==> src/sv/ais_pkg.sv <==
// ----------------------------------------------------------------------------
// ais_pkg
// Shared constants, codes and types for the packed-list command engine.
// ----------------------------------------------------------------------------
package ais_pkg;

    localparam int DEPTH      = 16;
    localparam int WORD_BITS  = 32;
    localparam int VALUE_BITS = 32;
    localparam int POS_BITS   = 5;
    localparam int FIDX_BITS  = 4;
    localparam int STAT_BITS  = 2;
    localparam int IDX_BITS   = (DEPTH > 1) ? $clog2(DEPTH) : 1;
    localparam int CNT_BITS   = $clog2(DEPTH + 1);
    localparam int CMP_BITS   = ((CNT_BITS > POS_BITS) ? CNT_BITS : POS_BITS) + 1;

    typedef logic [WORD_BITS-1:0] word_t;

    typedef enum logic [1:0] {
        CMD_INSERT = 2'd0,
        CMD_DELETE = 2'd1,
        CMD_SEARCH = 2'd2,
        CMD_READ   = 2'd3
    } command_t;

    typedef enum logic [STAT_BITS-1:0] {
        STAT_OK       = 2'd0,
        STAT_BADPOS   = 2'd1,
        STAT_NOTFOUND = 2'd2,
        STAT_FULL     = 2'd3
    } status_t;

    // what a cell loads at the next edge
    typedef enum logic [1:0] {
        CELL_HOLD       = 2'd0,
        CELL_LOAD       = 2'd1,
        CELL_FROM_LEFT  = 2'd2,
        CELL_FROM_RIGHT = 2'd3
    } cell_op_t;

    typedef struct packed {
        cell_op_t op;
        word_t    new_word;
    } cell_ctl_t;

endpackage

==> src/sv/ais_if.sv <==
// ----------------------------------------------------------------------------
// ais_if
// Valid/ready channels for commands and results of the list engine.
// ----------------------------------------------------------------------------
interface ais_cmd_if;
    logic                                  valid;
    logic                                  ready;
    logic [1:0]                            command;
    logic [ais_pkg::POS_BITS-1:0]          position;
    logic signed [ais_pkg::VALUE_BITS-1:0] value;

    modport source (output valid, command, position, value, input ready);
    modport sink   (input valid, command, position, value, output ready);
endinterface

interface ais_res_if;
    logic                                  valid;
    logic                                  ready;
    logic [ais_pkg::STAT_BITS-1:0]         status;
    logic [ais_pkg::FIDX_BITS-1:0]         found_index;
    logic signed [ais_pkg::VALUE_BITS-1:0] read_value;
    logic [ais_pkg::CNT_BITS-1:0]          entry_count;

    modport source (output valid, status, found_index, read_value, entry_count,
                    input ready);
    modport sink   (input valid, status, found_index, read_value, entry_count,
                    output ready);
endinterface

==> src/sv/ais_cell.sv <==
// ----------------------------------------------------------------------------
// ais_cell
// One list slot: holds a word, shifts to or from its neighbours, matches a key.
// ----------------------------------------------------------------------------
module ais_cell (
    input  logic                clk,
    input  ais_pkg::cell_ctl_t  ctl,
    input  ais_pkg::word_t      left_word,
    input  ais_pkg::word_t      right_word,
    input  ais_pkg::word_t      key,
    output ais_pkg::word_t      word,
    output logic                match
);

    ais_pkg::word_t word_reg;
    ais_pkg::word_t word_next;

    always_comb
    begin
        case (ctl.op)
            ais_pkg::CELL_HOLD:       word_next = word_reg;
            ais_pkg::CELL_LOAD:       word_next = ctl.new_word;
            ais_pkg::CELL_FROM_LEFT:  word_next = left_word;
            ais_pkg::CELL_FROM_RIGHT: word_next = right_word;
            default:                  word_next = word_reg;
        endcase
    end

    always_ff @(posedge clk)
    begin
        word_reg <= word_next;
    end

    assign word  = word_reg;
    assign match = (word_reg == key);

endmodule

==> src/sv/array_insert_delete_search.sv <==
// the result is registered when the execute state ends; the sequencer runs one command
//   at a time, so no new command is taken until the last one completes, and the whole
//   cell row matches and shifts in the cycle in which execute ends
// a waiting result holds the engine in execute until the sink takes it
// reset clears the entry count, the sequencer and the result valid;
//   slot contents are undefined until written
// ----------------------------------------------------------------------------
// array_insert_delete_search
// Packed list of signed words in a row of cells: insert, delete, search, read.
// ----------------------------------------------------------------------------
module array_insert_delete_search (
    input  logic       clk,
    input  logic       rst_n,
    ais_cmd_if.sink    cmd,
    ais_res_if.source  res
);

    localparam int D  = ais_pkg::DEPTH;
    localparam int CB = ais_pkg::CMP_BITS;

    typedef enum logic [1:0] {
        FSM_IDLE = 2'b01,
        FSM_EXEC = 2'b10
    } fsm_t;

    fsm_t                          state_reg, state_next;
    logic [ais_pkg::CNT_BITS-1:0]  count_reg, count_next;
    ais_pkg::command_t             cmd_reg;
    logic [ais_pkg::POS_BITS-1:0]  pos_reg;
    ais_pkg::word_t                key_reg;

    logic                          out_valid_reg, out_valid_next;
    ais_pkg::status_t              status_reg, status_next;
    logic [ais_pkg::FIDX_BITS-1:0] fidx_reg, fidx_next;
    logic [ais_pkg::VALUE_BITS-1:0] rdval_reg, rdval_next;

    ais_pkg::cell_ctl_t            ctl [D];
    ais_pkg::word_t                words [D];
    logic [D-1:0]                  match;

    logic                          exec_go;
    logic [CB-1:0]                 pos_w, cnt_w, pos_m1, hit_w;
    logic [D-1:0]                  hits;
    logic                          any_hit;
    logic [ais_pkg::IDX_BITS-1:0]  rd_idx;

    // cell row
    for (genvar g = 0; g < D; g++)
    begin : g_cell
        ais_cell u_cell (
            .clk        (clk),
            .ctl        (ctl[g]),
            .left_word  ((g == 0) ? words[g] : words[(g == 0) ? 0 : g-1]),
            .right_word ((g == D-1) ? words[g] : words[(g == D-1) ? g : g+1]),
            .key        (key_reg),
            .word       (words[g]),
            .match      (match[g])
        );
    end

    assign cmd.ready = (state_reg == FSM_IDLE);
    assign exec_go   = (state_reg == FSM_EXEC) && (!out_valid_reg || res.ready);

    assign pos_w  = CB'(pos_reg);
    assign cnt_w  = CB'(count_reg);
    assign pos_m1 = pos_w - CB'(1);
    assign rd_idx = ais_pkg::IDX_BITS'(pos_m1);

    // first live match
    always_comb
    begin
        hit_w = '0;
        for (int i = 0; i < D; i++)
        begin
            hits[i] = match[i] && (CB'(i) < cnt_w);
        end
        any_hit = |hits;
        for (int i = D-1; i >= 0; i--)
        begin
            if (hits[i])
            begin
                hit_w = CB'(i);
            end
        end
    end

    always_comb
    begin
        state_next     = state_reg;
        count_next     = count_reg;
        out_valid_next = out_valid_reg;
        status_next    = status_reg;
        fidx_next      = fidx_reg;
        rdval_next     = rdval_reg;
        for (int i = 0; i < D; i++)
        begin
            ctl[i].op       = ais_pkg::CELL_HOLD;
            ctl[i].new_word = key_reg;
        end

        if (res.ready)
        begin
            out_valid_next = 1'b0;
        end

        case (state_reg)
            FSM_IDLE:
            begin
                if (cmd.valid)
                begin
                    state_next = FSM_EXEC;
                end
            end
            FSM_EXEC:
            begin
                if (exec_go)
                begin
                    state_next     = FSM_IDLE;
                    out_valid_next = 1'b1;
                    status_next    = ais_pkg::STAT_OK;
                    fidx_next      = '0;
                    rdval_next     = '0;
                    case (cmd_reg)
                        ais_pkg::CMD_INSERT:
                        begin
                            if (pos_w == '0 || pos_w > cnt_w + CB'(1))
                            begin
                                status_next = ais_pkg::STAT_BADPOS;
                            end
                            else if (cnt_w >= CB'(D))
                            begin
                                status_next = ais_pkg::STAT_FULL;
                            end
                            else
                            begin
                                count_next = count_reg + ais_pkg::CNT_BITS'(1);
                                for (int i = 0; i < D; i++)
                                begin
                                    if (CB'(i) == pos_m1)
                                    begin
                                        ctl[i].op = ais_pkg::CELL_LOAD;
                                    end
                                    else if (CB'(i) > pos_m1 && CB'(i) <= cnt_w)
                                    begin
                                        ctl[i].op = ais_pkg::CELL_FROM_LEFT;
                                    end
                                end
                            end
                        end
                        ais_pkg::CMD_DELETE, ais_pkg::CMD_SEARCH:
                        begin
                            if (!any_hit)
                            begin
                                status_next = ais_pkg::STAT_NOTFOUND;
                            end
                            else
                            begin
                                fidx_next = ais_pkg::FIDX_BITS'(hit_w);
                                if (cmd_reg == ais_pkg::CMD_DELETE)
                                begin
                                    count_next = count_reg - ais_pkg::CNT_BITS'(1);
                                    for (int i = 0; i < D; i++)
                                    begin
                                        if (CB'(i) >= hit_w && CB'(i) + CB'(1) < cnt_w)
                                        begin
                                            ctl[i].op = ais_pkg::CELL_FROM_RIGHT;
                                        end
                                    end
                                end
                            end
                        end
                        ais_pkg::CMD_READ:
                        begin
                            if (pos_w == '0 || pos_w > cnt_w)
                            begin
                                status_next = ais_pkg::STAT_BADPOS;
                            end
                            else
                            begin
                                rdval_next = ais_pkg::VALUE_BITS'(words[rd_idx]);
                            end
                        end
                        default:
                        begin
                            status_next = ais_pkg::STAT_OK;
                        end
                    endcase
                end
            end
            default:
            begin
                state_next = FSM_IDLE;
            end
        endcase
    end

    always_ff @(posedge clk or negedge rst_n)
    begin
        if (!rst_n)
        begin
            state_reg     <= FSM_IDLE;
            count_reg     <= '0;
            out_valid_reg <= 1'b0;
        end
        else
        begin
            state_reg     <= state_next;
            count_reg     <= count_next;
            out_valid_reg <= out_valid_next;
        end
    end

    // command capture and result payload
    always_ff @(posedge clk)
    begin
        if (cmd.valid && cmd.ready)
        begin
            cmd_reg <= ais_pkg::command_t'(cmd.command);
            pos_reg <= cmd.position;
            key_reg <= ais_pkg::WORD_BITS'($unsigned(cmd.value));
        end
        status_reg <= status_next;
        fidx_reg   <= fidx_next;
        rdval_reg  <= rdval_next;
    end

    assign res.valid       = out_valid_reg;
    assign res.status      = status_reg;
    assign res.found_index = fidx_reg;
    assign res.read_value  = $signed(rdval_reg);
    assign res.entry_count = count_reg;

endmodule

==> src/flat_wrapper.sv <==
// flat-port wrapper written by rule: the top's interface ports become plain ports
module array_insert_delete_search_flat 
  (clk, rst_n, cmd_valid, cmd_command, cmd_position, cmd_value, cmd_ready, res_valid, res_status, res_found_index, res_read_value, res_entry_count, res_ready);
  ais_cmd_if cmd_i ();
  ais_res_if res_i ();
  input  logic clk;
  input  logic rst_n;
  input wire logic [$bits(cmd_i.valid)-1:0] cmd_valid;
  input wire logic [$bits(cmd_i.command)-1:0] cmd_command;
  input wire logic [$bits(cmd_i.position)-1:0] cmd_position;
  input wire logic [$bits(cmd_i.value)-1:0] cmd_value;
  output wire logic [$bits(cmd_i.ready)-1:0] cmd_ready;
  output wire logic [$bits(res_i.valid)-1:0] res_valid;
  output wire logic [$bits(res_i.status)-1:0] res_status;
  output wire logic [$bits(res_i.found_index)-1:0] res_found_index;
  output wire logic [$bits(res_i.read_value)-1:0] res_read_value;
  output wire logic [$bits(res_i.entry_count)-1:0] res_entry_count;
  input wire logic [$bits(res_i.ready)-1:0] res_ready;
  assign cmd_i.valid = cmd_valid;
  assign cmd_i.command = cmd_command;
  assign cmd_i.position = cmd_position;
  assign cmd_i.value = cmd_value;
  assign cmd_ready = cmd_i.ready;
  assign res_valid = res_i.valid;
  assign res_status = res_i.status;
  assign res_found_index = res_i.found_index;
  assign res_read_value = res_i.read_value;
  assign res_entry_count = res_i.entry_count;
  assign res_i.ready = res_ready;
  array_insert_delete_search u_core (.clk(clk), .rst_n(rst_n), .cmd(cmd_i), .res(res_i));
endmodule
==> config.mk <==
export PLATFORM = sky130hd
export DESIGN_NAME = array_insert_delete_search_flat
export DESIGN_NICKNAME = d
export VERILOG_FILES = /design/src/sv/ais_pkg.sv /design/src/sv/ais_if.sv /design/src/sv/ais_cell.sv /design/src/sv/array_insert_delete_search.sv /design/src/flat_wrapper.sv
export SDC_FILE = /design/constraint.sdc
export NUM_CORES = 2
export LEC_CHECK = 0
export BUFFER_PORTS_ARGS = -buffer_cell sky130_fd_sc_hd__buf_4
export CORE_MARGIN = 5
export CORE_UTILIZATION = 26
export DETAILED_ROUTE_END_ITERATION = 6
export GPL_ROUTABILITY_DRIVEN = 0
export SLEW_MARGIN = 10
export SYNTH_ARGS = -nofsm -noshare
export SYNTH_HDL_FRONTEND = slang
export SYNTH_SLANG_ARGS = --single-unit
==> constraint.sdc <==
create_clock -name clk -period 6.3 [get_ports clk]
set_input_delay 1.89 -clock clk [delete_from_list [all_inputs] [get_ports clk]]
set_output_delay 1.89 -clock clk [all_outputs]
set_load 0.05 [all_outputs]
# == Word level (Yosys, flattened, before mapping) ==
# Index checks and enable logic that the tools add are counted.
# totals
output_inout_bits,45
register_bits,597
inputBits,43
# op_classes
n_mux,211
addsub,4
bitwise_logic,2
eq_ne,90
n_reduce_logical,83
n_lt_le_gt_ge,69
# ops
operator,n
$pmux W32 S3,14
$eq A32 B32 Y1,16
$mux W2,149
$bmux W32 S4,1
$pmux W32 S2,2
$mux W6,15
$eq A2 B2 Y1 const B,35
$pmux W2 S2,17
$mux W32,2
$logic_and A1 B1 Y1,50
$eq A4 B6 Y1 const A,8
$ge A4 B6 Y1 const A,8
$gt A4 B6 Y1 const A,8
$le A4 B5 Y1 const A,8
$lt A4 B5 Y1 const A,8
$eq A2 B1 Y1 const B,18
$logic_not A2 Y1,17
$eq A3 B6 Y1 const A,4
$ge A3 B6 Y1 const A,4
$gt A3 B6 Y1 const A,4
$le A3 B5 Y1 const A,4
$lt A3 B5 Y1 const A,4
$mux W5,4
$reduce_or A16 Y1,1
33 further kinds,58

# == Logic depth before layout (Yosys ltp) ==
# logic_depth
ltp_word,28
depth_mapped,19

# == Cells and area by module ==
# Synthesis repeated with hierarchy kept, for this count alone.
# unflattened
hier_cells,3621
area_unflattened_um2,40582.7
# modules_own_cells
mod,seq_area_each_um2,cells_each,area_per_inst_um2,n_inst
ais_cell,960.9,183,1986.9,16
array_insert_delete_search,2513.7,693,8792.2,1

# == Worst setup path after synthesis ==
# OpenSTA, ideal clock, no wires.
# synth_path
path_kind,register to register
start,"register u_core.count_reg, in the netlist u_core.res.entry_count[1]"
end,"register u_core.g_cell[10].u_cell.word_reg[0], enable pin"
stages_incl_launch_ff,17
t_required_ns,5.868
slack_ns,0.477
arrival_time_ns,5.391
path_cell_list,dfrtp_1 clkbuf_1 inv_1 ha_1 inv_1 ha_1 nor2b_1 o21a_1 o21a_1 o21a_1 o22a_1 nor3_1 clkbuf_1 o2111a_1 clkbuf_1 a31oi_1 a21oi_1
# synth_via
elab_chain_len,27
word_cells_on_any_way,68
classes_between,1 x add/sub; 20 x order compare; 26 x mux; 21 x reduce/logical
# synth_lines
item,line,rtl
start: declaration,array_insert_delete_search.sv:27,"logic [ais_pkg::CNT_BITS-1:0] count_reg, count_next;"
start signal: assignment,array_insert_delete_search.sv:208,count_reg <= count_next;
$lt A4 B5 Y1,array_insert_delete_search.sv:75,hits[i] = match[i] && (CB'(i) < cnt_w);
$logic_and A1 B1 Y1,array_insert_delete_search.sv:75,
$mux W4,array_insert_delete_search.sv:80,if (hits[i])
$mux W6 (15 in series),array_insert_delete_search.sv:80,
$ge A4 B6 Y1,array_insert_delete_search.sv:164,if (CB'(i) >= hit_w && CB'(i) + CB'(1) < cnt_w)
$logic_and A1 B1 Y1,array_insert_delete_search.sv:164,
$mux W2,array_insert_delete_search.sv:164,
$mux W2,array_insert_delete_search.sv:159,if (cmd_reg == ais_pkg::CMD_DELETE)
$mux W2,array_insert_delete_search.sv:152,if (!any_hit)
$pmux W2 S2 (*),array_insert_delete_search.sv:123,case (cmd_reg)
$mux W2 (*),array_insert_delete_search.sv:116,if (exec_go)
$mux W2 (*),array_insert_delete_search.sv:106,case (state_reg)
$logic_not A2 Y1 (*),ais_cell.sv:20,case (ctl.op)
end signal: assignment,ais_cell.sv:31,word_reg <= word_next;
end: declaration,ais_cell.sv:15,ais_pkg::word_t word_reg;
# Mark *: on every way between the ends. The rest lies on a longest branch, timed or not.
# A chain may end at the register's enable or synchronous reset.

# == Worst setup path after layout ==
# layout_path
start,register u_core.key_reg[3]
end,"register u_core.g_cell[14].u_cell.word_reg[2], data pin"
# layout_via
elab_chain_len,28
word_cells_on_any_way,61
classes_between,1 x order compare; 19 x eq/ne; 23 x mux; 18 x reduce/logical
# layout_lines
item,line,rtl
start: declaration,array_insert_delete_search.sv:30,ais_pkg::word_t key_reg;
start signal: assignment,array_insert_delete_search.sv:220,key_reg <= ais_pkg::WORD_BITS'($unsigned(cmd.value));
$eq A32 B32 Y1,ais_cell.sv:35,assign match = (word_reg == key);
$logic_and A1 B1 Y1,array_insert_delete_search.sv:75,
$mux W4,array_insert_delete_search.sv:80,
$mux W6 (15 in series),array_insert_delete_search.sv:80,
$ge A4 B6 Y1,array_insert_delete_search.sv:164,
$logic_and A1 B1 Y1,array_insert_delete_search.sv:164,
$mux W2,array_insert_delete_search.sv:164,
$mux W2,array_insert_delete_search.sv:159,
$mux W2 (*),array_insert_delete_search.sv:152,
$pmux W2 S2 (*),array_insert_delete_search.sv:123,
$mux W2 (*),array_insert_delete_search.sv:116,
$mux W2 (*),array_insert_delete_search.sv:106,
$eq A2 B2 Y1 or $eq A2 B1 Y1 (tied branches),ais_cell.sv:20,
$pmux W32 S3 (*),ais_cell.sv:20,
via u_core.g_cell[14].u_cell.word_next[2],ais_cell.sv:16,ais_pkg::word_t word_next;
end signal: assignment,ais_cell.sv:31,
end: declaration,ais_cell.sv:15,
# The timed path passes the listed nets; every way through them passes the cells marked *.

==> metrics.yaml <==
power.density_mw_per_mm2: 231
nFillCells: 17000
viasPerCell: 5.99
placed_cell_area_mm2: 0.0464
layout.area.seq_mm2: 0.0179
place_inst: 6089
drc_errors: 0
die_y_um: 418
grt_use_met2_pct: 29.3
whs_ps: 539
grt_pass1_wl_mm: 261
path_common_cell: "buf_4"
wl_mm: 185
cts-root-buf: "clkbuf_16"
core-area_mm2: 0.165
grt_max_degree: 196
multi_input_comb_area_mm2: 0.0238
drtPass1Iterations: 6
antenna_found_initial: 3
grt_util_all_layers_pct: 20.1
synth_flop_cell: "edfxtp_1"
top_usage_layer: "met2"
final.min_clock_period_ps: 5490
cts_sinks: 597
cp.arrival_ps: 5990
start_util_pct: 26.2
synth_nets: 4119
detail_route.wl_per_cell_um: 29.7
layout-drive-gt1-share_pct: 18.7
cp_top_family: "simple AND/OR/NAND/NOR gates"
max_freq_mhz: 182
slowest_delay_ps: 640
worstPathCellList: "buf_4 -> buf_4 -> xnor2_1 -> nand4_1 -> nor3_1 -> nand4_1 -> and2_1 -> o2111a_1 -> or3_1 -> and3_1 -> a211oi_4 -> buf_4 -> mux2_2 -> nand3_1"
tns_ps: 0
leakage_nw: 15.2
largest_reg_flops: 512
critPathBufInv: 3
hold_path.class: "flop to flop"
stdcell_area_mm2: 0.0487
endpoint_kind: "flop"
ys_warn_count: 0
synth.distinct_cells: 80
cp.required_ps: 6800
yosysTopAreaCell: "edfxtp_1"
cts_buffers: 73
layout.cells.non_filler: 6216
status: "complete, no violations"
cp_slowest_cell: "xnor2_1"
tritoncts: "yes"
overflow: 0
portBuffers: 87
tightest_slew_ps: 1180
synth_area_leaders: "edfxtp_1 (41%), xnor2_1 (9.2%), mux4_2 (8.3%)"
peakVddDrop_uv: 176
clk_path_buf_depth: 3
nNetsFinal: 4042
criticalPathCategory: "flop to flop"
area_delta_synth_final_pct: 12.4
num_io_pins: 88
hold_viol: 0
setup_viol: 0
dpl.hpwl_mm: 133
seq_area_frac_synth_pct: 41.3
row_count: 149
dieArea_mm2: 0.175
grt_pass1_vias: 34200
ant_nets: 0
grt.met3_usage_pct: 6.90
relSlewSlack_pct: 21.0
postCtsSetupRepairBufs: 0
cts_htree_levels: 3
rsz0062_at_grt: "no"
synth-edff-count: 589
synth.cell_area_mm2: 0.0433
clock_latency_ps: 660
fin_skew_ps: 48.6
cts_hold_buf: 0
syn_inst: 4052
drtIter0Drc: 6883
maxCapViolCount: 0
use_met1_pct: 26.9
die_x_um: 418
path_clk_slew_ps: 60
yosysTopAreaCellShare_pct: 40.8
final_max_slew_viol_count: 0
cts_resized: 0
critPathLaunchType: "flop"
avgSynthCellArea_um2: 10.7
worst-path-max-fanout: 47
synth-seq-cells: 597
fin_crit_sh_pct: 87.2
num_vias: 37200
async_flop_share_pct: 1.34
## report_power, final
| part | internal [mW] | switching [mW] | total (mW) |
|---|---|---|---|
| logic | 0.842 | 1.62 | 2.47 |
| clock network | 2.42 | 1.81 | 4.23 |
| registers | 4.45 | 0.121 | 4.57 |
| total | 7.71 | 3.55 | 11.3 |
## Yosys cell counts (all sizes together) (61+ instances only)
| cell type | number |
|---|---|
| a21o | 64 |
| a21oi | 234 |
| a31oi | 61 |
| buf | 170 |
| clkbuf | 214 |
| edfxtp | 589 |
| mux2 | 273 |
| mux2i | 136 |
| mux4 | 160 |
| nand2 | 313 |
| nand3 | 174 |
| nand4 | 192 |
| nor2 | 319 |
| nor3 | 84 |
| nor4 | 70 |
| o21ai | 76 |
| xnor2 | 455 |
| xor2 | 70 |
## worst min-delay path: stages (launching register included)
cell and delay, ps:
dfrtp_1 360, nand2b_1 80, nand2_1 60
## area by class of cell
type	instances	share of cell area, %
sequential	597	36.7
antenna	1	0.00514
clock inverter	39	0.712
timing repair buffer	232	3.83
multi-input combinational	3051	49.0
clock buffer	87	3.97
tap	2189	5.63
inverter	20	0.154
## layer usage
metal,vias up,wire (µm)
li1,15100,-
met2,3067,77400
met4,4,10300
met5,-,134
met3,453,25700
met1,18600,71000
## path summary, 6_finish.rpt
kind | startpoint | end | slack, ps | cells past startpoint
max reg2reg | u_core.key_reg[3] | u_core.g_cell[14].u_cell.word[2] | 810 | 14
min reg2reg | u_core.res.valid | u_core.res.valid | 540 | 2
min | u_core.res.valid | u_core.res.valid | 540 | 2
max | u_core.key_reg[3] | u_core.g_cell[14].u_cell.word[2] | 810 | 14
max in group asynchronous | rst_n | u_core.state_reg[0] | 5050 | 1
min in group asynchronous | rst_n | u_core.res.entry_count[4] | 1030 | 1
## layout by cell type, fill, tap and decap left out, drive strengths merged, types with 87 or more instances in the layout
cell type  count
mux4         160
buf          232
a21oi        234
mux2i        136
mux2         273
clkbuf        87
edfxtp       589
nand3        174
nor2         319
xnor2        455
nand2        313
nand4        192
## per-stage QoR
stage | setup WS (ps) | utilization [%] | power (mW)
2_1_floorplan | 477 | - | 6.09
3_3_place_gp | 1050 | 28.1 | 6.96
3_5_place_dp | 1110 | 28.1 | 6.99
4_1_cts | 1050 | 29.4 | 11.2
5_1_grt | 703 | 29.4 | 11.5
6_report | 809 | 29.4 | 11.3
## logic make-up (layout without fill, tap and decap cells)
| group | count (synthesis) | count (layout) | share of synthesized area (%) |
|---|---|---|---|
| simple gates | 1323 | 1323 | 15.0 |
| compound gates | 610 | 610 | 9.22 |
| flops | 597 | 597 | 41.3 |
| mux | 569 | 569 | 18.6 |
| xor+xnor | 525 | 525 | 10.6 |
| buf+inv | 404 | 378 | 4.59 |
| fa+ha+maj | 24 | 24 | 0.693 |
| other cells | 0 | 1 | 0 |
Note: power is estimated with default switching activity, not from simulation.
